<file path="config.mk">
export PLATFORM = sky130hd
export DESIGN_NAME = wss_queue
export DESIGN_NICKNAME = d
export VERILOG_FILES = /design/src/rtl/wss_pkg.sv /design/src/rtl/wss_queue.sv
export SDC_FILE = /design/constraint.sdc
export NUM_CORES = 1
export LEC_CHECK = 0
export BUFFER_PORTS_ARGS = -buffer_cell sky130_fd_sc_hd__buf_2
export CAP_MARGIN = 20
export CORE_MARGIN = 10
export CORE_UTILIZATION = 54
export CTS_CLUSTER_SIZE = 28
export DETAILED_ROUTE_END_ITERATION = 8
export PLACE_DENSITY_LB_ADDON = 0.1
export SLEW_MARGIN = 20
export SYNTH_ARGS = -nofsm -noshare
export SYNTH_HDL_FRONTEND = slang
export SYNTH_SLANG_ARGS = --single-unit
</file>
<file path="constraint.sdc">
create_clock -name aclk -period 9.6 [get_ports aclk]
set_clock_uncertainty 0.2 [all_clocks]
set_input_delay 1.44 -clock aclk [delete_from_list [all_inputs] [get_ports aclk]]
set_output_delay 1.44 -clock aclk [all_outputs]
set_load 0.02 [all_outputs]
</file>
<file path="src/rtl/wss_pkg.sv">
`default_nettype none
// ----------------------------------------------------------------------------
// wss_pkg
// Shared types, constants and the sponge weight table of the wave stencil core.
// ----------------------------------------------------------------------------
package wss_pkg;

    // grid and sponge limits
    localparam int MAX_ROWS    = 512;
    localparam int MAX_COLUMNS = 1024;
    localparam int MAX_SPONGE  = 64;
    localparam int MIN_GRID    = 5;

    localparam int ROW_W = $clog2(MAX_ROWS);
    localparam int COL_W = $clog2(MAX_COLUMNS);
    localparam int SPG_W = $clog2(MAX_SPONGE);
    localparam int RCNT_W = ROW_W + 1;
    localparam int CCNT_W = COL_W + 1;
    localparam int NB_W   = SPG_W + 1;

    // raw register widths
    localparam int REG_COLS_W = 11;
    localparam int REG_ROWS_W = 10;
    localparam int REG_NB_W   = 7;

    // datapath widths (Q8.24)
    localparam int DATA_W   = 32;
    localparam int VEL_W    = 31;
    localparam int WEIGHT_W = 25;
    localparam int FRAC_W   = 24;

    // register indexes
    localparam logic [2:0] REG_GRID_COLUMNS  = 3'd0;
    localparam logic [2:0] REG_GRID_ROWS     = 3'd1;
    localparam logic [2:0] REG_SPONGE_WIDTH  = 3'd2;
    localparam logic [2:0] REG_COEF_CENTER   = 3'd3;
    localparam logic [2:0] REG_COEF_ROW_NEAR = 3'd4;
    localparam logic [2:0] REG_COEF_ROW_FAR  = 3'd5;
    localparam logic [2:0] REG_COEF_COL_NEAR = 3'd6;
    localparam logic [2:0] REG_COEF_COL_FAR  = 3'd7;

    // input opcodes
    localparam logic OP_POINT = 1'b0;
    localparam logic OP_DRAIN = 1'b1;

    // command kinds passed from front to back
    localparam logic [1:0] CMD_STORE = 2'd0;
    localparam logic [1:0] CMD_POINT = 2'd1;
    localparam logic [1:0] CMD_DRAIN = 2'd2;

    localparam int QUEUE_DEPTH = 4;
    localparam int QPTR_W      = $clog2(QUEUE_DEPTH);

    typedef struct packed {
        logic [CCNT_W-1:0]        cols;
        logic [RCNT_W-1:0]        rows;
        logic [NB_W-1:0]          nb;
        logic signed [DATA_W-1:0] coef_center;
        logic signed [DATA_W-1:0] coef_row_near;
        logic signed [DATA_W-1:0] coef_row_far;
        logic signed [DATA_W-1:0] coef_col_near;
        logic signed [DATA_W-1:0] coef_col_far;
    } cfg_t;

    typedef struct packed {
        logic             en;
        logic [SPG_W-1:0] idx;
    } band_t;

    typedef struct packed {
        logic [1:0]               kind;
        logic [COL_W-1:0]         x;
        logic [ROW_W-1:0]         z;
        logic [1:0]               wslot;
        logic                     interior;
        logic                     last;
        band_t                    left;
        band_t                    right;
        band_t                    bottom;
        logic signed [DATA_W-1:0] cin;
        logic signed [DATA_W-1:0] prev;
        logic [VEL_W-1:0]         vel;
    } cmd_t;

    typedef logic [WEIGHT_W-1:0] weight_t;
    typedef weight_t rom_t [MAX_SPONGE];

    // exp(-(0.015k)^2) in Q24, from a 25-term Q30 series, rounded half up
    function automatic rom_t build_rom();
        rom_t        rom;
        logic [63:0] xk;
        logic [63:0] term;
        longint      sum;
        logic [63:0] w;
        for (int k = 1; k <= MAX_SPONGE; k++) begin
            xk   = (64'd225 * 64'(k) * 64'(k) * (64'd1 << 30) + 64'd500000) / 64'd1000000;
            term = 64'd1 << 30;
            sum  = longint'(term);
            for (int n = 1; n <= 24; n++) begin
                term = ((term * xk) >> 30) / 64'(n);
                if ((n % 2) == 1) begin
                    sum = sum - longint'(term);
                end else begin
                    sum = sum + longint'(term);
                end
            end
            if (sum < 0) begin
                sum = 0;
            end
            w = (64'(sum) + 64'd32) >> 6;
            if (w > (64'd1 << FRAC_W)) begin
                w = 64'd1 << FRAC_W;
            end
            rom[k-1] = WEIGHT_W'(w);
        end
        return rom;
    endfunction

    localparam rom_t SPONGE_ROM = build_rom();

endpackage
`default_nettype wire

</file>
<file path="src/rtl/wss_queue.sv">
`default_nettype none
// ----------------------------------------------------------------------------
// wss_queue
// Small command FIFO between the front end and the back end.
// ----------------------------------------------------------------------------
module wss_queue (
    input  wire logic          aclk,
    input  wire logic          aresetn,
    input  wire logic          push,
    input  wire wss_pkg::cmd_t push_data,
    input  wire logic          pop,
    output wss_pkg::cmd_t      head,
    output logic               empty,
    output logic               full
);

    wss_pkg::cmd_t               entry_reg [wss_pkg::QUEUE_DEPTH];
    logic [wss_pkg::QPTR_W:0]    wr_ptr_reg;
    logic [wss_pkg::QPTR_W:0]    rd_ptr_reg;

    assign empty = (wr_ptr_reg == rd_ptr_reg);
    assign full  = (wr_ptr_reg[wss_pkg::QPTR_W-1:0] == rd_ptr_reg[wss_pkg::QPTR_W-1:0])
                   && (wr_ptr_reg[wss_pkg::QPTR_W] != rd_ptr_reg[wss_pkg::QPTR_W]);
    assign head  = entry_reg[rd_ptr_reg[wss_pkg::QPTR_W-1:0]];

    // storage
    always_ff @(posedge aclk) begin
        if (push && !full) begin
            entry_reg[wr_ptr_reg[wss_pkg::QPTR_W-1:0]] <= push_data;
        end
    end

    // pointers
    always_ff @(posedge aclk) begin
        if (!aresetn) begin
            wr_ptr_reg <= '0;
            rd_ptr_reg <= '0;
        end else begin
            if (push && !full) begin
                wr_ptr_reg <= wr_ptr_reg + (wss_pkg::QPTR_W+1)'(1);
            end
            if (pop && !empty) begin
                rd_ptr_reg <= rd_ptr_reg + (wss_pkg::QPTR_W+1)'(1);
            end
        end
    end

endmodule
`default_nettype wire

</file>
# [Yosys cells after proc, flatten, opt, wreduce, memory -nomap -nowiden]
# Memories as Yosys holds them, arrays and structs flattened. A register that Yosys moved wholly into a read port is not among the register bits.
# Cells that the tools add are included.
[classes] n_addsub=2 n_mul=0 n_div=0 magnitude_cmp=0 eq_ne=3 shift=0 n_mux=4 bitwise_logic=0 n_reduce_logical=5
[ops] op="adder 3 x 1 -> 3 bit (second input constant)" n=2
[ops] op="2-to-1 mux 2 bit" n=2
[ops] op="equality test 3 bit" n=1
[ops] op="logical AND 1 bit" n=3
[ops] op="equality test 2 bit" n=1
[ops] op="zero test 1 bit" n=2
[ops] op="2-to-1 mux 1 bit" n=2
[ops] op="inequality test 1 bit" n=1
[word_totals] ff_bits=6 latchBits=0 ram_bits=564 rom_bits=0 inputBits=145 output_inout_bits=143 word_cells=17 memories=1
[mem_list] name="entry_reg" depth=4 width=141 rd=1 rd_clocked_by_memory_dff=1 write_ports=1 line_no="wss_queue.sv:17" source="wss_pkg::cmd_t entry_reg [wss_pkg::QUEUE_DEPTH];"

# [Longest topological paths before layout]
# Gate-level depths: netlist of run 1.
[logic_depth] depth_word=6 depth_mapped=5 ltp_nobuf=4

# [Worst setup path after synthesis of run 1]
# No wires, ideal clock.
[synth_timing] path_type="input to register" startpoint="input push" endpoint="memory entry_reg[3][0] (netlist bit) (enable)" setup_time_ps=643 arrival_time_ps=7377 required_time_ps=8757 slack_ps=1381 stages=2 n_path_buf=0 path_cell_list="nand2_1 > nor2_1"
[synth_between] elab_chain_cells=3
[synth_rtl] item="start: declaration" line_no="wss_queue.sv:9" source="input wire logic push,"
[synth_rtl] item="logical AND 1 bit" line_no="wss_queue.sv:28" source="if (push && !full) begin"
[synth_rtl] item="2-to-1 mux 1 bit" line_no="wss_queue.sv:28"
[synth_rtl] item="2-to-1 mux 1 bit (not written as such)" line_no="wss_queue.sv:29" source="entry_reg[wr_ptr_reg[wss_pkg::QPTR_W-1:0]] <= push_data;"
[synth_rtl] item="end: declaration" line_no="wss_queue.sv:17"
# No other way between the ends.

==> results of run 1 <==
[power by group]
group,total [W],internal (W),switching [W],leakage [nW]
clock,0.00196,0.00112,0.000839,0.794
sequential,0.00330,0.00318,0.000123,5.25
combinational,0.00172,0.000653,0.00106,2.12
[cell usage after synthesis]
| cell type | instances |
|---|---|
| a211o_1 | 4 |
| a211oi_1 | 1 |
| a21oi_1 | 2 |
| a31oi_1 | 2 |
| a41oi_1 | 2 |
| and2_1 | 4 |
| and3_2 | 1 |
| buf_2 | 16 |
| buf_6 | 11 |
| clkbuf_1 | 6 |
| clkbuf_4 | 1 |
| dfxtp_1 | 8 |
| edfxtp_1 | 564 |
| ha_1 | 5 |
| inv_1 | 5 |
| mux4_2 | 141 |
| nand2_1 | 3 |
| nand3_1 | 3 |
| nand3b_1 | 4 |
| nand4_1 | 2 |
| nor2_1 | 2 |
| nor3_1 | 4 |
| o211ai_1 | 2 |
| o21ai_0 | 4 |
| o31a_1 | 1 |
| or4_1 | 1 |
| xnor2_1 | 3 |
| xor2_1 | 3 |
[worst max-delay path, stage by stage, from the launching register on]
cell,delay (ns)
dfxtp_4,0.85
buf_12,0.57
mux4_2,0.62
buf_2,0.19
[cells in the final DEF, fill, tap and decap left out, types with 2 or more instances in the layout]
| cell type | count |
|---|---|
| edfxtp_1 | 564 |
| buf_2 | 287 |
| mux4_2 | 141 |
| clkbuf_16 | 57 |
| clkbuf_1 | 20 |
| buf_4 | 11 |
| clkinv_1 | 10 |
| clkinv_2 | 8 |
| diode_2 | 6 |
| dfxtp_1 | 6 |
| inv_1 | 5 |
| ha_1 | 5 |
| nor3_1 | 4 |
| nand3b_1 | 4 |
| o21ai_0 | 4 |
| a211o_1 | 4 |
| xor2_1 | 3 |
| xnor2_1 | 3 |
| and2_4 | 3 |
| nand2_1 | 3 |
| nand3_1 | 3 |
| a31oi_1 | 2 |
| a21oi_1 | 2 |
| o211ai_1 | 2 |
| nand4_1 | 2 |
| a41oi_1 | 2 |
| dfxtp_4 | 2 |
[cell type report]
cell class | count | area share, %
diodes | 6 | 0.0612
inverters | 5 | 0.0766
flip-flops and latches | 572 | 69.8
multi-input cells | 194 | 14.6
clock buffers | 78 | 6.18
repair buffers | 299 | 6.28
clock inverters | 19 | 0.439
well taps | 518 | 2.64
[metrics by stage]
stage	total power (W)	cell area [sq um]	cells
after CTS	0.00708	24500	1685
after global routing	0.00729	24500	1689
after floorplan	0.00455	20900	805
after detailed placement	0.00512	22900	1588
after global placement	0.00511	22900	1588
final	0.00697	24500	1691
[cells by family after synthesis]
kind of cell | Yosys count | share of synthesized area (%)
DFF | 572 | 81.8
buffers and inverters | 39 | 1.21
and+or+nand+nor | 24 | 0.652
xor gates and xnor gates | 6 | 0.251
adders and majority gates | 5 | 0.299
AOI/OAI and AO/OA | 18 | 0.605
muxes | 141 | 15.2
[per-layer routing]
| layer | vias up | GRT usage [%] |
|---|---|---|
| met2 | 284 | 27.8 |
| li1 | 4132 | - |
| met4 | 12 | 5.52 |
| met5 | - | 0 |
| met1 | 4952 | 23.4 |
| met3 | 70 | 5.59 |
[path summary, 6_finish.rpt]
check / slack (ns) / from / cells past startpoint / to
worst min-delay path: 0.37 / wr_ptr_reg[2]$_SDFFE_PN0P_ / 2 / wr_ptr_reg[2]$_SDFFE_PN0P_
worst max register to register: 5.76 / wr_ptr_reg[1]$_SDFFE_PN0P_ / 5 / entry_reg[0][47]$_DFFE_PP_
worst max-delay path: 5.03 / flop / 3 / head[109]
worst min register to register: 0.37 / wr_ptr_reg[2]$_SDFFE_PN0P_ / 2 / wr_ptr_reg[2]$_SDFFE_PN0P_
==> flow_metrics.env, run 1 <==
export IMPL_outcome="finished clean"
export IMPL_dr_pass1_iters=5
export IMPL_min_path_type="reg -> reg"
export IMPL_area_growth_pct=17.3
export IMPL_crit_required_ns=7.96
export IMPL_synth_top_cells_by_area="edfxtp_1, mux4_2, dfxtp_1"
export IMPL_whs_ns=0.367
export IMPL_dr_wl_met3_um=3250
export IMPL_synth_fp_nets=955
export IMPL_critPathLaunchType="flop"
export IMPL_fin_setup_tns_ns=0
export IMPL_path_class="reg -> out"
export IMPL_worst_path_max_fanout=78
export IMPL_multi_input_area_sq_um=3570
export IMPL_ant_nets=0
export IMPL_ctsHoldBuffers=0
export IMPL_setup_slack_ns=5.03
export IMPL_hold_viol=0
export IMPL_leakage_nw=8.16
export IMPL_viasPerCell=5.59
export IMPL_met1_length_um=16700
export IMPL_min_period_ns=4.57
export IMPL_cts_buffers=56
export IMPL_io_buffers=287
export IMPL_core_area_sq_um=38500
export IMPL_cts_htree_levels=2
export IMPL_report_final_slew_viol_count=0
export IMPL_drtIter0Drc=699
export IMPL_largest_reg_flops=564
export IMPL_rsz0062_at_grt="no"
export IMPL_postCtsSetupRepairBufs=0
export IMPL_synth_cell_type_count=28
export IMPL_ir_drop_mv=0.226
export IMPL_yosysTopAreaCell="edfxtp_1"
export IMPL_synth_top_area_share_pct=81.0
export IMPL_die_y_um=217
export IMPL_wl_per_cell_um=24.5
export IMPL_clock_sinks=572
export IMPL_critical_path_arrival_ns=2.93
export IMPL_grt_max_degree=79
export IMPL_antenna_found_initial=12
export IMPL_highest_layer="met5"
export IMPL_cts_tree="built"
export IMPL_clkTransAtPathRegs_ns=0.06
export IMPL_rows=72
export IMPL_grt_use_total_pct=17.7
export IMPL_grt_overflow_total=0
export IMPL_n_fill_cell=2625
export IMPL_drive_gt1_share_pct=44.0
export IMPL_place_gp_congestion=0.777
export IMPL_maxCapViolations=0
export IMPL_drc_errors=0
export IMPL_fmax_ghz=0.219
export IMPL_end_kind="output pin"
export IMPL_worst_pin_slew_ns=1.02
export IMPL_netlist_area_sq_um=20900
export IMPL_grt_pass1_vias=10200
export IMPL_fin_crit_sh_pct=47.6
export IMPL_regArea_sq_um=17100
export IMPL_synth_warnings=0
export IMPL_final_core_util_pct=63.7
export IMPL_setup_viol=0
export IMPL_syn_avg_cell_area_sq_um=26.0
export IMPL_dr_wl_met2_um=20700
export IMPL_dpl_worst_slack_ns=4.90
export IMPL_dieArea_sq_um=47000
export IMPL_io_pins=288
export IMPL_ys_seq_elements=572
export IMPL_nNetsFinal=1278
export IMPL_grt_pass1_wl_um=63100
export IMPL_max_slew_margin_pct=31.8
export IMPL_clk_path_buf_depth=3
export IMPL_ctsResizeCount=0
export IMPL_dieWidth_um=217
export IMPL_p_per_area_nw_per_um2=284
export IMPL_postRouteWirelength_um=41500
export IMPL_place_detailed_hpwl_um=25700
export IMPL_ys_seq_area_share_pct=81.8
export IMPL_initial_core_util_pct=54.3
export IMPL_syn_inst=805
export IMPL_clkLatencyLatePin_ns=0.57
export IMPL_root_buffer="clkbuf_16"
export IMPL_dr_total_vias=9450
No activity file was read; power rests on OpenSTA's default activity.
==> run 2, diff against run 1 <==
- CORE_UTILIZATION: 54 -> 51
- clock period: 9.6 -> 3.8 ns (I/O delays scaled with it)
==> run 2 against run 1 <==
- wire length rose by 2.4%
- cell count increased by 9.1%
- register-to-register slack worse by 4.6 ns
- first-iteration DRC count rose by 10%
- flip-flop and latch count did not move
- die area increased by 5.3%
- largest power group unchanged
==> flow_metrics.env, run 2 (synthesized netlist as in run 1, its figures left out) <==
export IMPL_cts_htree_levels=2
export IMPL_wl_per_cell_um=23.0
export IMPL_hold_depth=1
export IMPL_postRouteWirelength_um=42500
export IMPL_mostFrequentLayoutCell="edfxtp_1"
export IMPL_grt_overflow_total=0
export IMPL_cts_buffers=55
export IMPL_clock_sinks=572
export IMPL_io_pins=288
export IMPL_dpl_worst_slack_ns=1.14
export IMPL_crit_required_ns=3.03
export IMPL_antenna_found_initial=6
export IMPL_ir_drop_mv=0.473
export IMPL_leakage_nw=8.78
export IMPL_cts_tree="built"
export IMPL_path_class="reg -> out"
export IMPL_grt_max_degree=75
export IMPL_largest_reg_flops=564
export IMPL_rows=74
export IMPL_place_detailed_hpwl_um=25500
export IMPL_fin_crit_sh_pct=84.3
export IMPL_final_cell_count_no_fill=1845
export IMPL_clkTransAtPathRegs_ns=0.06
export IMPL_p_per_area_nw_per_um2=685
export IMPL_drive_gt1_share_pct=39.2
export IMPL_n_fill_cell=2701
export IMPL_outcome="finished clean"
export IMPL_dieWidth_um=222
export IMPL_hold_viol=0
export IMPL_r2r_cells=4
export IMPL_min_period_ns=3.20
export IMPL_end_kind="output pin"
export IMPL_min_path_type="in -> reg"
export IMPL_fin_setup_tns_ns=0
export IMPL_setup_viol=0
export IMPL_worst_pin_slew_ns=0.616
export IMPL_nNetsFinal=1420
export IMPL_dp_cells=1605
export IMPL_clk_path_buf_depth=3
export IMPL_root_buffer="clkbuf_16"
export IMPL_setup_slack_ns=0.596
export IMPL_critPathLaunchType="flop"
export IMPL_grt_pass1_vias=10500
export IMPL_area_growth_pct=24.9
export IMPL_fmax_ghz=0.312
export IMPL_core_area_sq_um=40600
export IMPL_place_gp_congestion=0.758
export IMPL_viasPerCell=5.41
export IMPL_max_slew_margin_pct=58.9
export IMPL_dr_pass1_iters=4
export IMPL_io_buffers=287
export IMPL_report_final_slew_viol_count=0
export IMPL_grt_pass1_wl_um=65100
export IMPL_grt_use_total_pct=17.0
export IMPL_final_cell_mix="edfxtp_1, buf_2, mux4_2, dlygate4sd3_1, clkbuf_16"
export IMPL_clkLatencyLatePin_ns=0.59
export IMPL_die_y_um=222
export IMPL_rsz0062_at_grt="no"
export IMPL_drtIter0Drc=770
export IMPL_worst_path_max_fanout=48
export IMPL_maxCapViolations=0
export IMPL_dr_total_vias=9982
export IMPL_drc_errors=0
export IMPL_critical_path_arrival_ns=2.43
export IMPL_initial_core_util_pct=51.4
export IMPL_dieArea_sq_um=49500
export IMPL_postCtsSetupRepairBufs=0
export IMPL_ant_nets=0
==> run 2: cell types whose count changed in the layout (fill, tap and decap cells not counted), sizes merged <==
cell / delta
bufinv: +1
buf: +3
clkinv: -3
dlygate4sd3: +140
diode: -1
clkbuf: -2
clkinvlp: +2
==> run 2: metal layers <==
| metal | share of wire (%) | GRT usage (%) | up-vias |
|---|---|---|---|
| met4 | 1.5 | 3.79 | 6 |
| met1 | 42 | 23.1 | 5223 |
| met5 | 0.080 | 0 | - |
| met2 | 49 | 26.7 | 274 |
| met3 | 7.1 | 5.23 | 59 |
| li1 | - | - | 4420 |
==> run 2: worst paths after layout <==
| check | from | endpoint | slack [ns] |
|---|---|---|---|
| max | flop | head[100] | 0.60 |
| min | push_data[127] | entry_reg[2][127]$_DFFE_PP_ | 0.06 |
| max reg2reg | wr_ptr_reg[1]$_SDFFE_PN0P_ | entry_reg[2][135]$_DFFE_PP_ | 1.17 |
| min reg2reg | wr_ptr_reg[2]$_SDFFE_PN0P_ | wr_ptr_reg[2]$_SDFFE_PN0P_ | 0.34 |
==> run 2: timing repair <==
action / CTS / global route
endpoints found under the hold margin: 560 / 0
hold buffers: 140 / 0
resized for setup: 0 / 0
==> run 2: critical path: stages (launching register included) <==
cell and delay, ns:
dfxtp_4 0.60, buf_12 0.38, mux4_2 0.60, buf_2 0.18
==> run 2: area by class of cell <==
class                   count  area, sq um  area share, %
diodes                      5         12.5         0.0479
clock buffers              76         1500           5.74
clock inverters            19          134          0.513
inverters                   5         18.8         0.0719
multi-input cells         194         3570           13.7
flip-flops and latches    572        17100           65.5
well taps                 532          666           2.55
repair buffers            442         3110           11.9
==> run 2: power by group <==
group          switching (W)  internal (W)
combinational        0.00277       0.00183
sequential          0.000268       0.00801
clock                0.00214       0.00286
total                0.00518        0.0127
==> run 2: metrics by stage <==
stage          util [%]  area [sq um]  power (W)  hold slack, ns
2_1_floorplan         -         20900     0.0114           0.301
3_3_place_gp       56.8         23100     0.0130           0.328
3_5_place_dp       56.8         23100     0.0130           0.329
4_1_cts            64.2         26100     0.0182         0.00507
5_1_grt            64.2         26100     0.0186          0.0301
6_report           64.2         26100     0.0179          0.0600
