## src/rtl/wss_pkg.sv

```systemverilog
`default_nettype none
// ----------------------------------------------------------------------------
// wss_pkg
// Shared types, constants and the sponge weight table of the wave stencil core.
// ----------------------------------------------------------------------------
package wss_pkg;

    // grid and sponge limits
    localparam int MAX_ROWS    = 512;
    localparam int MAX_COLUMNS = 1024;
    localparam int MAX_SPONGE  = 64;
    localparam int MIN_GRID    = 5;

    localparam int ROW_W = $clog2(MAX_ROWS);
    localparam int COL_W = $clog2(MAX_COLUMNS);
    localparam int SPG_W = $clog2(MAX_SPONGE);
    localparam int RCNT_W = ROW_W + 1;
    localparam int CCNT_W = COL_W + 1;
    localparam int NB_W   = SPG_W + 1;

    // raw register widths
    localparam int REG_COLS_W = 11;
    localparam int REG_ROWS_W = 10;
    localparam int REG_NB_W   = 7;

    // datapath widths (Q8.24)
    localparam int DATA_W   = 32;
    localparam int VEL_W    = 31;
    localparam int WEIGHT_W = 25;
    localparam int FRAC_W   = 24;

    // register indexes
    localparam logic [2:0] REG_GRID_COLUMNS  = 3'd0;
    localparam logic [2:0] REG_GRID_ROWS     = 3'd1;
    localparam logic [2:0] REG_SPONGE_WIDTH  = 3'd2;
    localparam logic [2:0] REG_COEF_CENTER   = 3'd3;
    localparam logic [2:0] REG_COEF_ROW_NEAR = 3'd4;
    localparam logic [2:0] REG_COEF_ROW_FAR  = 3'd5;
    localparam logic [2:0] REG_COEF_COL_NEAR = 3'd6;
    localparam logic [2:0] REG_COEF_COL_FAR  = 3'd7;

    // input opcodes
    localparam logic OP_POINT = 1'b0;
    localparam logic OP_DRAIN = 1'b1;

    // command kinds passed from front to back
    localparam logic [1:0] CMD_STORE = 2'd0;
    localparam logic [1:0] CMD_POINT = 2'd1;
    localparam logic [1:0] CMD_DRAIN = 2'd2;

    localparam int QUEUE_DEPTH = 4;
    localparam int QPTR_W      = $clog2(QUEUE_DEPTH);

    typedef struct packed {
        logic [CCNT_W-1:0]        cols;
        logic [RCNT_W-1:0]        rows;
        logic [NB_W-1:0]          nb;
        logic signed [DATA_W-1:0] coef_center;
        logic signed [DATA_W-1:0] coef_row_near;
        logic signed [DATA_W-1:0] coef_row_far;
        logic signed [DATA_W-1:0] coef_col_near;
        logic signed [DATA_W-1:0] coef_col_far;
    } cfg_t;

    typedef struct packed {
        logic             en;
        logic [SPG_W-1:0] idx;
    } band_t;

    typedef struct packed {
        logic [1:0]               kind;
        logic [COL_W-1:0]         x;
        logic [ROW_W-1:0]         z;
        logic [1:0]               wslot;
        logic                     interior;
        logic                     last;
        band_t                    left;
        band_t                    right;
        band_t                    bottom;
        logic signed [DATA_W-1:0] cin;
        logic signed [DATA_W-1:0] prev;
        logic [VEL_W-1:0]         vel;
    } cmd_t;

    typedef logic [WEIGHT_W-1:0] weight_t;
    typedef weight_t rom_t [MAX_SPONGE];

    // exp(-(0.015k)^2) in Q24, from a 25-term Q30 series, rounded half up
    function automatic rom_t build_rom();
        rom_t        rom;
        logic [63:0] xk;
        logic [63:0] term;
        longint      sum;
        logic [63:0] w;
        for (int k = 1; k <= MAX_SPONGE; k++) begin
            xk   = (64'd225 * 64'(k) * 64'(k) * (64'd1 << 30) + 64'd500000) / 64'd1000000;
            term = 64'd1 << 30;
            sum  = longint'(term);
            for (int n = 1; n <= 24; n++) begin
                term = ((term * xk) >> 30) / 64'(n);
                if ((n % 2) == 1) begin
                    sum = sum - longint'(term);
                end else begin
                    sum = sum + longint'(term);
                end
            end
            if (sum < 0) begin
                sum = 0;
            end
            w = (64'(sum) + 64'd32) >> 6;
            if (w > (64'd1 << FRAC_W)) begin
                w = 64'd1 << FRAC_W;
            end
            rom[k-1] = WEIGHT_W'(w);
        end
        return rom;
    endfunction

    localparam rom_t SPONGE_ROM = build_rom();

endpackage
`default_nettype wire

```

## src/rtl/wss_front.sv

```systemverilog
`default_nettype none
// ----------------------------------------------------------------------------
// wss_front
// Takes input beats, walks the grid counters and the drain position, and
// turns each beat into a command for the back end (or drops it).
// ----------------------------------------------------------------------------
module wss_front (
    input  wire logic                           aclk,
    input  wire logic                           aresetn,
    input  wire wss_pkg::cfg_t                  cfg,
    input  wire logic                           s_valid,
    output logic                                s_ready,
    input  wire logic                           s_opcode,
    input  wire logic signed [wss_pkg::DATA_W-1:0] s_pressure_prev,
    input  wire logic signed [wss_pkg::DATA_W-1:0] s_pressure_cur,
    input  wire logic [wss_pkg::VEL_W-1:0]      s_vel_term,
    input  wire logic                           q_full,
    output logic                                q_push,
    output wss_pkg::cmd_t                       q_data
);

    logic [wss_pkg::ROW_W-1:0] in_row_reg;
    logic [wss_pkg::COL_W-1:0] in_col_reg;
    logic [wss_pkg::ROW_W-1:0] out_row_reg;
    logic [wss_pkg::COL_W-1:0] out_col_reg;
    logic                      drain_reg;

    logic                       accept;
    logic                       is_point;
    logic                       in_row_wrap;
    logic                       in_col_wrap;
    logic                       out_row_wrap;
    logic [wss_pkg::CCNT_W-1:0] out_col_inc;
    logic                       out_col_wrap;
    logic [wss_pkg::COL_W-1:0]  cx;
    logic [wss_pkg::ROW_W-1:0]  cz;

    // sponge band lookup from the distance to an edge
    function automatic wss_pkg::band_t band_of(input logic [wss_pkg::CCNT_W-1:0] span,
                                               input logic [wss_pkg::NB_W-1:0] nb,
                                               input logic inside_grid);
        wss_pkg::band_t b;
        logic [wss_pkg::NB_W-1:0] d;
        d     = nb - wss_pkg::NB_W'(span) - wss_pkg::NB_W'(1);
        b.en  = inside_grid && (span < wss_pkg::CCNT_W'(nb));
        b.idx = d[wss_pkg::SPG_W-1:0];
        return b;
    endfunction

    assign s_ready  = !q_full;
    assign accept   = s_valid && s_ready;
    assign is_point = (s_opcode == wss_pkg::OP_POINT);

    // counter wraps
    assign in_row_wrap  = (wss_pkg::RCNT_W'(in_row_reg) + wss_pkg::RCNT_W'(1)) >= cfg.rows;
    assign in_col_wrap  = (wss_pkg::CCNT_W'(in_col_reg) + wss_pkg::CCNT_W'(1)) >= cfg.cols;
    assign out_row_wrap = (wss_pkg::RCNT_W'(out_row_reg) + wss_pkg::RCNT_W'(1)) >= cfg.rows;
    assign out_col_inc  = wss_pkg::CCNT_W'(out_col_reg) + wss_pkg::CCNT_W'(1);
    assign out_col_wrap = out_col_inc >= cfg.cols;

    assign cx = is_point ? (in_col_reg - wss_pkg::COL_W'(2)) : out_col_reg;
    assign cz = is_point ? in_row_reg : out_row_reg;

    // classify the beat
    always_comb begin
        q_push = accept && (is_point ? !drain_reg : drain_reg);
        if (!is_point) begin
            q_data.kind = wss_pkg::CMD_DRAIN;
        end else if (in_col_reg >= wss_pkg::COL_W'(2)) begin
            q_data.kind = wss_pkg::CMD_POINT;
        end else begin
            q_data.kind = wss_pkg::CMD_STORE;
        end
        q_data.x        = cx;
        q_data.z        = cz;
        q_data.wslot    = in_col_reg[1:0];
        q_data.interior = is_point
                          && (cx >= wss_pkg::COL_W'(2))
                          && ((wss_pkg::CCNT_W'(cx) + wss_pkg::CCNT_W'(2)) < cfg.cols)
                          && (cz >= wss_pkg::ROW_W'(2))
                          && ((wss_pkg::RCNT_W'(cz) + wss_pkg::RCNT_W'(2)) < cfg.rows);
        q_data.last     = !is_point && out_row_wrap && out_col_wrap;
        q_data.left     = band_of(wss_pkg::CCNT_W'(cx), cfg.nb, 1'b1);
        q_data.right    = band_of(cfg.cols - wss_pkg::CCNT_W'(1) - wss_pkg::CCNT_W'(cx),
                                  cfg.nb, wss_pkg::CCNT_W'(cx) < cfg.cols);
        q_data.bottom   = band_of(wss_pkg::CCNT_W'(cfg.rows - wss_pkg::RCNT_W'(1)
                                                  - wss_pkg::RCNT_W'(cz)),
                                  cfg.nb, wss_pkg::RCNT_W'(cz) < cfg.rows);
        q_data.cin      = s_pressure_cur;
        q_data.prev     = s_pressure_prev;
        q_data.vel      = s_vel_term;
    end

    // grid walk and drain position
    always_ff @(posedge aclk) begin
        if (!aresetn) begin
            in_row_reg  <= '0;
            in_col_reg  <= '0;
            out_row_reg <= '0;
            out_col_reg <= '0;
            drain_reg   <= 1'b0;
        end else if (q_push && is_point) begin
            if (in_row_wrap) begin
                in_row_reg <= '0;
                if (in_col_wrap) begin
                    in_col_reg  <= '0;
                    drain_reg   <= 1'b1;
                    out_col_reg <= wss_pkg::COL_W'(cfg.cols - wss_pkg::CCNT_W'(2));
                    out_row_reg <= '0;
                end else begin
                    in_col_reg <= in_col_reg + wss_pkg::COL_W'(1);
                end
            end else begin
                in_row_reg <= in_row_reg + wss_pkg::ROW_W'(1);
            end
        end else if (q_push) begin
            if (out_row_wrap) begin
                out_row_reg <= '0;
                if (out_col_wrap) begin
                    drain_reg   <= 1'b0;
                    out_col_reg <= '0;
                end else begin
                    out_col_reg <= out_col_inc[wss_pkg::COL_W-1:0];
                end
            end else begin
                out_row_reg <= out_row_reg + wss_pkg::ROW_W'(1);
            end
        end
    end

endmodule
`default_nettype wire

```

## config.mk

```make
export PLATFORM = sky130hd
export DESIGN_NAME = wss_front
export DESIGN_NICKNAME = d
export VERILOG_FILES = /design/src/rtl/wss_pkg.sv /design/src/rtl/wss_front.sv
export SDC_FILE = /design/constraint.sdc
export NUM_CORES = 1
export LEC_CHECK = 0
export BUFFER_PORTS_ARGS = -buffer_cell sky130_fd_sc_hd__buf_2
export CAP_MARGIN = 10
export CORE_AREA = 3 3 164 166
export CTS_BUF_LIST = sky130_fd_sc_hd__clkbuf_16
export CTS_CLUSTER_DIAMETER = 120
export DETAILED_ROUTE_END_ITERATION = 16
export DIE_AREA = 0 0 167 169
export PLACE_DENSITY = 0.6
export SLEW_MARGIN = 20
export SYNTH_ARGS = -nofsm -noshare
export SYNTH_HDL_FRONTEND = slang
export SYNTH_SLANG_ARGS = --single-unit
```

## constraint.sdc

```tcl
create_clock -name aclk -period 5.1 [get_ports aclk]
set_clock_uncertainty 0.15 [all_clocks]
set_input_delay 0.51 -clock aclk [delete_from_list [all_inputs] [get_ports aclk]]
set_output_delay 0.51 -clock aclk [all_outputs]
set_load 0.1 [all_outputs]
```

[Word level (Yosys, flattened, before mapping)]
Cells that the tools add are included.
Word-level totals
  register bits: 39
  input bits: 288
  output and inout bits: 143
  logic and storage cells: 87
Cells by class
  add/subtract/negate cells: 21
  order comparisons: 14
  eq/ne operators: 2
  mux-type cells: 24
  bitwise operators: 1
  reductions and logical operators: 20
Operators by type and width (count)
  $mux W10: 8
  $mux W9: 7
  $add A10 B1 Y11 const B: 2
  $ge A11 B11 Y1: 2
  $lt A11 B7 Y1: 2
  $add A9 B1 Y10 const B: 2
  $ge A10 B10 Y1: 2
  $ge A10 B2 Y1 const B: 2
  $sub A10 B2 Y10 const B: 2
  $add A9 B1 Y9 const B: 2
  $sub A6 B1 Y6 const B: 3
  $sub A6 B6 Y6: 3
  $add A10 B2 Y11 const B: 1
  $logic_and A1 B1 Y1: 11
  $lt A10 B11 Y1: 1
  $lt A11 B11 Y1: 1
  $sub A10 B1 Y11 const B: 1
  $sub A11 B1 Y11 const B: 1
  $sub A11 B10 Y11: 1
  $sub A11 B9 Y11: 1
  $add A10 B1 Y10 const B: 1
  $add A9 B2 Y10 const B: 1
  $lt A10 B10 Y1: 1
  $lt A10 B7 Y1: 1
  other kinds (12): 23

[Logic depth before layout (Yosys ltp)]
Gate-level depths: netlist of the first run.
  depth after elaboration: 7
  depth in mapped cells: 20
  mapped depth without buffers: 17

[Worst setup path after synthesis of the first run]
Ideal clock, no wire load.
  path type: input-to-output
  start point: in s_opcode
  end point: out q_data[117] (netlist name)
  arrival time: 8.170 ns
  required time: 4.440 ns
  path slack: -3.730 ns
  stages: 12
  path buffers: 2
  path through: clkbuf_2 > buf_1 > o21ai_0 > inv_1 > nor3_1 > and3_1 > nand3_1 > nor2_1 > ha_1 > a2111oi_0 > nand3_1 > nor4_1
RTL lines
  start: declaration: RTL line wss_front.sv:13  | input wire logic s_opcode,
  end: declaration: RTL line wss_front.sv:19  | output wss_pkg::cmd_t q_data

==> key figures, run 1 <==
Cells and area
  • Post-route design area: 7830 um^2
  • Area of all sequential standard cells: 781 um^2
  • Layout overhead on the synthesized area: 6.92%
  • Net count of the finished layout: 1,358
  • Most used cells in the layout excluding fill and tap cells: sky130_fd_sc_hd__ha_1 (133), sky130_fd_sc_hd__inv_1 (74), sky130_fd_sc_hd__buf_2 (73)
  • Filler Cells Inserted: about 2,800
  • Filler-free cell count of the finished design: ~1,300
  • Area occupied by multi-input gates: around 5600 um^2
  • Total inserted antenna cells: 0
  • Leading cell type in the layout, fill and taps excluded: sky130_fd_sc_hd__ha_1
  • Share of layout cells above drive strength 1: 0.154

Placement
  • Detailed Place HPWL: 18,000 um
  • Total cell area at the placement stage: 7700 um^2
  • Placed Cells: 1,256
  • Buffers on Ports: 80
  • Placer's final routability congestion estimate: approximately 0.9

Synthesis
  • Share of synthesized area occupied by flip-flops and latches: 0.107
  • Mapped cell area: between 7000 and 8000 um^2
  • Mapped Cells: 957
  • Most used flip-flop cell after synthesis: sky130_fd_sc_hd__dfxtp_1
  • Cell type with the highest aggregate area in the netlist: sky130_fd_sc_hd__ha_1
  • Per-instance average area after synthesis: 7.65 um^2
  • Async set-or-reset flop fraction in the synthesized netlist: 0
  • Number of library cell types mapped by synthesis: 65
  • Largest cells by area after synthesis: sky130_fd_sc_hd__ha_1 (23%), sky130_fd_sc_hd__dfxtp_1 (11%), sky130_fd_sc_hd__buf_4 (10%), sky130_fd_sc_hd__xnor2_1 (7.1%), sky130_fd_sc_hd__a21oi_1 (4.9%)
  • Number of flops mapped to enable cells by yosys: 0
  • Total of flip-flops plus latches after synthesis: 39
  • Count of synthesis-stage warnings from yosys: 0
  • Total nets after synthesis: 1,387
  • Post-synth top area share: 0.234

Timing
  • Number of pins exceeding their max-slew limit in the final report: 0
  • Final Setup Violations: 0
  • Final hold vios: 0
  • RSZ-0062 raised after global routing: no
  • Slew at the pin closest to its max-slew limit: 804 ps
  • Headroom to the max-slew limit: 0.459
  • Post-route fraction of the period consumed by the critical path: 0.916
  • Final sum of negative setup slack: 0 ps
  • Final min period: ~4700 ps
  • Fmax: 214 MHz

Die
  • Placeable core region: 25,800 um^2
  • Die Area: ~28,000 um^2
  • # IOs: around 430
  • Number of placement rows: 59
  • Die Y: between 150 and 200 um
  • Initial standard-cell utilization of the core: 0.284
  • Horizontal die dimension: 167 um

Global route
  • Via count of the first global-routing pass: approximately 6,000
  • Global route overflow: 0
  • Antenna violations before repair: 0
  • Total global routing track utilization: 0.149
  • Pin count of the biggest net entering global routing: 40
  • Wire length of the first global-routing pass: approximately 34,000 um

Routing
  • Final WL: 22,000 um
  • Iteration count of the initial detailed-routing pass: 5
  • Number of violations reported at the end of detailed-routing iteration 0: 471
  • DRC Markers: 0
  • Overall via count from detail_route: 6,441
  • Detail-routed via count per cell: 5.10
  • Mean routed wirelength per cell: 17.4 um
  • Remaining antenna violation count: 0

Critical path
  • Kind of end point of the critical path: output pin
  • Type of the setup path with the least slack: flip-flop to output pin
  • Family with the most delay on the worst path: simple AND/OR/NAND/NOR gates
  • Highest fanout seen on the critical path: 7
  • Number of buffers and inverters on the critical path: 2
  • Cell with the biggest individual delay on the critical path: sky130_fd_sc_hd__buf_2
  • Startpoint kind of the worst setup timing path: flip-flop
  • Cell chain of the critical path: ha_1, inv_1, nor2_1, and3_1, nand3_1, xnor2_1, ha_1, and4_1, nand3_1, o21ai_0, o32a_1, nand2_1, nor2_1, buf_2
  • Arrival time of data at the critical path endpoint: 4010 ps
  • Largest stage delay on the critical path: 490 ps
  • Data required, critical path: 4440 ps

Clocking
  • Clk Tree Root Cell: sky130_fd_sc_hd__clkbuf_16
  • Clock tree buffer depth: 2
  • Sinks on the clock net: 39
  • Clock buffers created by TritonCTS: 5
  • Post_cts resized: 0
  • Number of buffers added to fix hold violations after cts: 0
  • Clock slew at the register clock pins of the worst setup and hold paths: 60 ps
  • CTS HTree Levels: 2
  • Clock latency at the later pin of the worst-skew pair: ~290 ps
  • Post-CTS Setup Bufs: 0
  • CTS tree: yes

Power and ir drop
  • Power per Cell Area: 194 nW/um^2
  • Maximum vdd drop: about 0.0002 V
  • Portion of total power attributed to the clock network: 0.201
  • Switching power share of the total: 0.508
  • Combinational fraction of design power: 0.596
  • Internal power of the cells: ~750 uW
  • Register share of total power: 0.203
  • Switching power: just under 800 uW
  • Leakage component of the power: 0.00360 uW

Min path
  • Path class of the lowest-slack min-delay path: flip-flop to flip-flop

Run
  • Maxcap violations: 0

Outcome
  • Outcome: finished, final reports clean
==> Yosys cell counts, drive strengths merged (12+ instances only) <==
master	count
dfxtp	39
nand3	27
buf	109
nor2b	12
clkbuf	22
o21ai	42
ha	137
nand2	58
a21oi	71
xor2	22
and3	16
a21o	13
xnor2	59
or3	13
inv	78
nor2	50
nor3	29
==> logic make-up after synthesis <==
kind of cell	Yosys count	synth area share
AND/OR/NAND/NOR	254	0.176
flip-flops	39	0.107
buffers and inverters	209	0.161
multiplexers	14	0.0196
AO/OA/AOI/OAI	218	0.192
adder cells (fa/ha/maj)	142	0.248
XOR/XNOR	81	0.0968
==> worst min-delay path: stages, from the launching register on <==
cell and delay (ps):
sky130_fd_sc_hd__dfxtp_1 340, sky130_fd_sc_hd__nand2_1 70, sky130_fd_sc_hd__a21oi_1 50
==> layer usage <==
| layer | track usage | wire length (um) | share of wire | up-vias |
|---|---|---|---|---|
| li1 | - | - | - | 3223 |
| met1 | 0.221 | 11100 | 0.50 | 2971 |
| met2 | 0.221 | 9010 | 0.41 | 185 |
| met3 | 0.0250 | 1260 | 0.057 | 62 |
| met4 | 0.0466 | 655 | 0.030 | 0 |
| met5 | 0 | 0 | 0 | - |
==> stage by stage <==
stage | hold slack, ps | util | total power (uW) | setup slack, ps
after floorplan | 312 | - | 1350 | -228
after global placement | 330 | 0.299 | 1220 | 526
after detailed placement | 343 | 0.299 | 1220 | 484
after CTS | 354 | 0.304 | 1530 | 480
after global routing | 393 | 0.304 | 1600 | 194
final | 355 | 0.304 | 1520 | 430
==> power by group through the flow <==
stage | clock network, uW | registers, uW | logic [uW]
after floorplan | 0 | 314 | 1030
after global routing | 326 | 308 | 966
after global placement | 0 | 314 | 903
final | 305 | 308 | 906
after detailed placement | 0 | 314 | 906
after CTS | 313 | 308 | 911
==> worst paths after layout <==
check             slack, ps                          end  depth (start not counted)                        start
setup / recovery        430                  q_data[116]                         14  out_col_reg[0]$_SDFFE_PN0P_
hold / removal          350  out_row_reg[8]$_SDFFE_PN0P_                          2  out_row_reg[8]$_SDFFE_PN0P_
setup reg to reg       1000  out_col_reg[2]$_SDFFE_PN0P_                         13  out_row_reg[0]$_SDFFE_PN0P_
hold reg to reg         350  out_row_reg[8]$_SDFFE_PN0P_                          2  out_row_reg[8]$_SDFFE_PN0P_
==> area by class of cell <==
cell class	instances	share of cell area
multi-input cells	709	0.712
inverters	78	0.0393
repair buffers	95	0.0789
clock buffers	5	0.0160
clock inverters	2	0.00112
well taps	335	0.0535
flip-flops and latches	39	0.0997
No activity file was read; power rests on OpenSTA's default activity.
==> inputs of run 2 (changes only) <==
==> constraint.sdc (replaced) <==
create_clock -name aclk -period 5.1 [get_ports aclk]
set_clock_uncertainty 0.15 [all_clocks]
set_input_delay 0.765 -clock aclk [delete_from_list [all_inputs] [get_ports aclk]]
set_output_delay 0.765 -clock aclk [all_outputs]
set_load 0.1 [all_outputs]
==> run 2 against run 1 <==
  * Sequential power barely moved
  * Via count increased by 1.1%
  * Highest routed layer is now met5
  * Largest power group unchanged
  * Die area unchanged
  * Wire length is 2.1% lower
  * Flip-flop and latch count unchanged
  * Global-route usage shrank 0.29 points
  * Critical path type is now input pin to output pin
  * Largest cell class unchanged
  * Total power up 3.7%
  * Combinational power is 5.3% higher
==> key figures, run 2 (same netlist as run 1, synthesis figures left out) <==
Routing
  • Iteration count of the initial detailed-routing pass: 5 (unchanged)
  • Final WL: 21,500 um (-2.1%)
  • DRC Markers: 0 (unchanged)
  • Mean routed wirelength per cell: 16.9 um (-2.9%)
  • Number of violations reported at the end of detailed-routing iteration 0: 439 (-6.8%)
  • Remaining antenna violation count: 0 (unchanged)
  • Detail-routed via count per cell: 5.11 (+0.28%)
  • Overall via count from detail_route: 6,515 (+1.1%)

Global route
  • Wire length of the first global-routing pass: 33,900 um (-0.48%)
  • Via count of the first global-routing pass: 6,193 (+0.99%)
  • Pin count of the biggest net entering global routing: 40 (unchanged)
  • Global route overflow: 0 (unchanged)
  • Total global routing track utilization: 0.147 (-0.00287)
  • Antenna violations before repair: 1 (+1)

Timing
  • Final hold vios: 0 (unchanged)
  • RSZ-0062 raised after global routing: no
  • Headroom to the max-slew limit: 0.340 (-0.119)
  • Final Setup Violations: 0 (unchanged)
  • Slew at the pin closest to its max-slew limit: 984 ps (+180 ps)
  • Final min period: 4880 ps (+207 ps)
  • Number of pins exceeding their max-slew limit in the final report: 0 (unchanged)
  • Post-route fraction of the period consumed by the critical path: 0.956 (+0.0406)
  • Fmax: 205 MHz (-4.2%)

Run
  • Maxcap violations: 0 (unchanged)

Die
  • # IOs: 431 (unchanged)
  • Number of placement rows: 59 (unchanged)
  • Die Area: 28,200 um^2 (unchanged)
  • Horizontal die dimension: 167 um (unchanged)
  • Placeable core region: 25,800 um^2 (unchanged)
  • Die Y: 169 um (unchanged)
  • Initial standard-cell utilization of the core: 0.284 (unchanged)

Power and ir drop
  • Leakage component of the power: 0.00372 uW (+3.3%)
  • Maximum vdd drop: 0.000294 V (+49%)
  • Power per Cell Area: 196 nW/um^2 (+1.1%)

Cells and area
  • Leading cell type in the layout, fill and taps excluded: sky130_fd_sc_hd__ha_1
  • Layout overhead on the synthesized area: 9.68%
  • Post-route design area: 8040 um^2 (+2.6%)
  • Most used cells in the layout excluding fill and tap cells: sky130_fd_sc_hd__ha_1 (134), sky130_fd_sc_hd__inv_1 (75), sky130_fd_sc_hd__a21oi_1 (68)
  • Filler Cells Inserted: 2,703 (-2.0%)
  • Filler-free cell count of the finished design: 1,274 (+0.87%)
  • Share of layout cells above drive strength 1: 0.168 (+0.0142)
  • Total inserted antenna cells: 0 (unchanged)
  • Net count of the finished layout: 1,368 (+0.74%)

Critical path
  • Type of the setup path with the least slack: input pin to output pin
  • Kind of end point of the critical path: output pin
  • Largest stage delay on the critical path: 370 ps (-120 ps)
  • Number of cells on the worst reg-to-reg path: 13 (unchanged)
  • Arrival time of data at the critical path endpoint: 3960 ps (-50 ps)
  • Number of buffers and inverters on the critical path: 4 (+2)
  • Startpoint kind of the worst setup timing path: input pin
  • Cell chain of the critical path: buf_4, buf_4, nor2_4, a21oi_4, clkinvlp_4, fa_2, nor2b_1, o21ai_1, nand2b_1, xor2_1, ha_1, o21ai_1, a21oi_1, o21a_1, o21ai_1, nand3_1, a211oi_4, buf_12
  • Cell with the biggest individual delay on the critical path: sky130_fd_sc_hd__fa_2
  • Data required, critical path: 4180 ps (-260 ps)
  • End of the worst register-to-register path: drain_reg$_SDFFE_PN0P_
  • R2r setup slk: 1030 ps (+30 ps)
  • Family with the most delay on the worst path: compound AO/OA/AOI/OAI gates
  • Highest fanout seen on the critical path: 10 (+3)
  • Most Frequent Cell on Critical Path: sky130_fd_sc_hd__o21ai_1
  • R2R Path Start: out_row_reg[0]$_SDFFE_PN0P_

Clocking
  • Sinks on the clock net: 39 (unchanged)
  • Clk Tree Root Cell: sky130_fd_sc_hd__clkbuf_16
  • Clock slew at the register clock pins of the worst setup and hold paths: 60 ps (about the same)
  • Clock buffers created by TritonCTS: 5 (unchanged)
  • Post-CTS Setup Bufs: 0 (unchanged)
  • Post_cts resized: 0 (unchanged)
  • CTS tree: yes
  • Number of buffers added to fix hold violations after cts: 0 (unchanged)
  • Clock latency at the later pin of the worst-skew pair: 290 ps (about the same)
  • Clock tree buffer depth: 2 (unchanged)
  • CTS HTree Levels: 2 (unchanged)

Outcome
  • Outcome: finished, final reports clean

Min path
  • Hold endpoint: in_row_reg[8]$_SDFFE_PN0P_
  • Path class of the lowest-slack min-delay path: flip-flop to flip-flop
  • Instance count along the most critical hold path: 2 (unchanged)
  • Hold_sp: in_row_reg[8]$_SDFFE_PN0P_

Placement
  • Placed Cells: 1,266 (+0.80%)
  • Detailed Place HPWL: 17,700 um (-1.8%)
  • Buffers on Ports: 80 (unchanged)
  • Total cell area at the placement stage: 7880 um^2 (+2.4%)
  • Placer's final routability congestion estimate: 0.858 (-3.2%)
## run 2: worst max-delay path by stage
stage | start | end | slack (ps) | cells past startpoint
after floorplan | s_opcode | q_data[108] | -510 | 18
after global placement | s_opcode | q_data[108] | 100 | 18
after detailed placement | s_opcode | q_data[108] | 70 | 18
after CTS | s_opcode | q_data[108] | 50 | 18
after global routing | s_opcode | q_data[108] | 5 | 18
final | s_opcode | q_data[108] | 220 | 18
## run 2: layout make-up
type / count / area [um^2] / share of cell area
multi-input cells: 709 / 5620 / 0.699
flip-flops and latches: 39 / 781 / 0.0972
repair buffers: 105 / 771 / 0.0959
well taps: 335 / 419 / 0.0522
inverters: 78 / 304 / 0.0378
clock buffers: 5 / 125 / 0.0156
clock inverters: 3 / 20.0 / 0.00249
## run 2: through the flow
step                       util  TNS [ps]  worst slack (ps)  hold WS [ps]  total power, uW
after floorplan               -     -1660              -509           312             1370
after global placement    0.306         0              95.0           338             1270
after detailed placement  0.306         0              69.3           346             1270
after CTS                 0.312         0              45.3           354             1590
after global routing      0.312         0              4.59           386             1650
final                     0.312         0               223           353             1580
## run 2: where the power goes
group          switching [uW]  internal [uW]  leakage, uW
Sequential               2.11            306     0.000314
Clock                     134            180    0.0000674
Combinational             641            313      0.00334
Total                     777            799      0.00372
## run 2: routing by layer
| layer | up-vias | track usage | part of all wire |
|---|---|---|---|
| li1 | 3233 | - | - |
| met1 | 3026 | 0.184 | 0.42 |
| met2 | 180 | 0.254 | 0.47 |
| met3 | 74 | 0.0166 | 0.063 |
| met4 | 2 | 0.0631 | 0.040 |
| met5 | - | 0 | 0.00060 |
## run 2: worst reg2reg max path, delay by kind of cell (launching register included)
kind                     cells  cell delay, ps
AO/OA/AOI/OAI                4            1280
XOR/XNOR                     1             210
adder cells (fa/ha/maj)      2             550
buffers and inverters        1             320
flip-flops                   1             470
AND/OR/NAND/NOR              5             990
==> inputs of run 3 (changes only) <==
--- a/config.mk
+++ b/config.mk
@@ -12,7 +12,7 @@
 export CTS_CLUSTER_DIAMETER = 120
 export DETAILED_ROUTE_END_ITERATION = 16
 export DIE_AREA = 0 0 167 169
-export PLACE_DENSITY = 0.6
+export PLACE_DENSITY = 0.55
 export SLEW_MARGIN = 20
 export SYNTH_ARGS = -nofsm -noshare
 export SYNTH_HDL_FRONTEND = slang
==> run 3 against run 2 <==
  * Clock-buffer cell count did not move
  * Combinational power rose by 0.7%
  * Critical path depth fell by 4
  * Maximum frequency fell by 0.46%
  * Core utilization rose by 0.22 points
  * Clock power rose by 1%
  * Cell area rose by 0.72%
  * Sequential share of layout area fell by 0.069 points
  * Die area did not move
  * Register-to-register slack improved by 180 ps
  * Non-clock buffer count rose by 6
  * Wire length rose by 1.4%
==> key figures, run 3 (same netlist as run 1, synthesis figures left out) <==
Outcome
  • Outcome: finished, final reports clean

Power and ir drop
  • Portion of total power attributed to the clock network: 0.200 (about the same)
  • Combinational fraction of design power: 0.606 (about the same)
  • Switching power: 782 uW (+0.62%)
  • Power per Cell Area: 196 nW/um^2 (about the same)
  • Leakage component of the power: 0.00376 uW (+1.3%)
  • Switching power share of the total: 0.493 (about the same)
  • Internal power of the cells: 805 uW (+0.67%)
  • Register share of total power: 0.194 (about the same)
  • Maximum vdd drop: 0.000316 V (+7.4%)
  • Pwr Total: 1590 uW (+0.65%)

Critical path
  • Cell chain of the critical path: buf_2, buf_4, buf_4, or2b_1, o31a_1, and4b_1, nand3_1, xnor2_1, ha_1, a2111oi_2, buf_4, nand3_1, nor4_4, buf_12
  • Number of buffers and inverters on the critical path: 5 (+1)
  • Startpoint kind of the worst setup timing path: input pin
  • End of the worst register-to-register path: drain_reg$_SDFFE_PN0P_
  • Type of the setup path with the least slack: input pin to output pin
  • Highest fanout seen on the critical path: 18 (+8)
  • Kind of end point of the critical path: output pin
  • Family with the most delay on the worst path: simple AND/OR/NAND/NOR gates
  • Largest stage delay on the critical path: 450 ps (+80 ps)
  • Most Frequent Cell on Critical Path: sky130_fd_sc_hd__buf_4
  • R2R Path Start: out_row_reg[0]$_SDFFE_PN0P_
  • Arrival time of data at the critical path endpoint: 3980 ps (+20 ps)
  • Cell with the biggest individual delay on the critical path: sky130_fd_sc_hd__a2111oi_2
  • Logic depth of the worst setup path including buffers: 14 (-4)
  • Number of cells on the worst reg-to-reg path: 13 (unchanged)
  • Data required, critical path: 4180 ps (about the same)
  • R2r setup slk: 1210 ps (+180 ps)

Placement
  • Placed Cells: 1,271 (+0.39%)
  • Detailed Place HPWL: 18,200 um (+2.9%)
  • Placer's final routability congestion estimate: 0.846 (-1.4%)
  • Buffers on Ports: 80 (unchanged)
  • Worst setup slack before clock tree synthesis: -81.2 ps (-150 ps)

Routing
  • Mean routed wirelength per cell: 17.1 um (+0.91%)
  • Detail-routed via count per cell: 5.07 (-0.77%)
  • Remaining antenna violation count: 0 (unchanged)
  • Overall via count from detail_route: 6,495 (-0.31%)
  • Final WL: 21,800 um (+1.4%)
  • DRC Markers: 0 (unchanged)
  • Number of violations reported at the end of detailed-routing iteration 0: 288 (-34%)
  • Iteration count of the initial detailed-routing pass: 5 (unchanged)

Cells and area
  • Total inserted antenna cells: 0 (unchanged)
  • Share of layout cells above drive strength 1: 0.176 (+0.00740)
  • Filler-free cell count of the finished design: 1,280 (+0.47%)
  • Area occupied by multi-input gates: 5620 um^2 (+0.13%)
  • Filler Cells Inserted: 2,726 (+0.85%)
  • Most used cells in the layout excluding fill and tap cells: sky130_fd_sc_hd__ha_1 (134), sky130_fd_sc_hd__inv_1 (75), sky130_fd_sc_hd__a21oi_1 (68), sky130_fd_sc_hd__buf_2 (68), sky130_fd_sc_hd__nand2_1 (58)
  • Leading cell type in the layout, fill and taps excluded: sky130_fd_sc_hd__ha_1
  • Net count of the finished layout: 1,374 (+0.44%)
  • Layout overhead on the synthesized area: 10.5%
  • Area of all sequential standard cells: 781 um^2 (unchanged)

Clocking
  • Clock latency at the later pin of the worst-skew pair: 290 ps (about the same)
  • Clock tree buffer depth: 2 (unchanged)
  • Clk Tree Root Cell: sky130_fd_sc_hd__clkbuf_16
  • CTS HTree Levels: 2 (unchanged)
  • Sinks on the clock net: 39 (unchanged)
  • Clock buffers created by TritonCTS: 5 (unchanged)
  • CTS tree: yes
  • Clock slew at the register clock pins of the worst setup and hold paths: 60 ps (about the same)

Die
  • Initial standard-cell utilization of the core: 0.284 (unchanged)
  • Horizontal die dimension: 167 um (unchanged)
  • Placeable core region: 25,800 um^2 (unchanged)
  • Die Y: 169 um (unchanged)
  • Number of placement rows: 59 (unchanged)
  • # IOs: 431 (unchanged)
  • Die Area: 28,200 um^2 (unchanged)

Timing
  • RSZ-0062 raised after global routing: no
  • Final hold vios: 0 (unchanged)
  • Final min period: 4900 ps (+22.6 ps)
  • Final Setup Violations: 0 (unchanged)
  • Final hold slack: 362 ps (+8.54 ps)
  • Number of pins exceeding their max-slew limit in the final report: 0 (unchanged)
  • Headroom to the max-slew limit: 0.466 (+0.126)
  • Slew at the pin closest to its max-slew limit: 796 ps (-188 ps)
  • Final sum of negative setup slack: 0 ps (unchanged)
  • Post-route fraction of the period consumed by the critical path: 0.961 (+0.00443)
  • Fmax: 204 MHz (-0.46%)
  • Worst Setup Slack, final: 200 ps (-22.6 ps)

Global route
  • Met1 track utilization from global routing: 0.190 (+0.00611)
  • Antenna violations before repair: 1 (unchanged)
  • Met2 usage in global routing: 0.252 (-0.00177)
  • Wire length of the first global-routing pass: 34,900 um (+2.8%)
  • Layer carrying the most global-route usage: met2
  • GR met3 Demand/Resource: 0.0166 (unchanged)
  • Pin count of the biggest net entering global routing: 40 (unchanged)
  • Total global routing track utilization: 0.151 (+0.00441)
  • Via count of the first global-routing pass: 6,437 (+3.9%)
  • Global route overflow: 0 (unchanged)

Run
  • Maxcap violations: 0 (unchanged)

Min path
  • Instance count along the most critical hold path: 2 (unchanged)
  • Hold endpoint: out_row_reg[8]$_SDFFE_PN0P_
  • Hold_sp: out_row_reg[8]$_SDFFE_PN0P_
  • Path class of the lowest-slack min-delay path: flip-flop to flip-flop
## run 3: power by group through the flow
stage                     Combinational, uW  Clock [uW]  Sequential [uW]
after floorplan                        1060           0              314
after global placement                  960           0              315
after detailed placement                964           0              315
after CTS                               967         325              308
after global routing                   1020         335              308
final                                   961         318              308
## run 3: worst max-delay path by stage
stage / startpoint / to / slack [ps]
4_1_cts: s_opcode / q_data[117] / 40
6_report: s_opcode / q_data[117] / 200
5_1_grt: s_opcode / q_data[101] / 2
3_5_place_dp: s_opcode / q_data[117] / -80
3_3_place_gp: s_opcode / q_data[117] / -80
2_1_floorplan: s_opcode / q_data[108] / -510
## run 3: area by class of cell
cell class              count  area share
multi-input cells         709       0.695
flip-flops and latches     39      0.0965
clock inverters             3     0.00186
repair buffers            111       0.102
well taps                 335      0.0518
inverters                  78      0.0376
clock buffers               5      0.0155
## run 3: repair_timing
item / CTS / global route
resized for setup: 1 / 3
setup endpoints to repair: 1 / 2
hold buffers: 0 / 0
buffers inserted: 0 / 1
## run 3: per-stage QoR
stage	cell area [um^2]	util
after detailed placement	7930	0.308
after floorplan	7620	-
after global placement	7930	0.308
final	8090	0.314
after CTS	8080	0.313
after global routing	8090	0.314
## run 3: metal layers
metal  up-vias  share of wire
met1      3000           0.44
met2       162           0.45
li1       3248              -
met3        83          0.055
met5         -        0.00060
met4         2          0.051
## run 3: tightest hold or removal path, stage by stage, from the launching register on
cell and delay, ps:
sky130_fd_sc_hd__dfxtp_1 350, sky130_fd_sc_hd__nand2_1 70, sky130_fd_sc_hd__a21oi_1 50
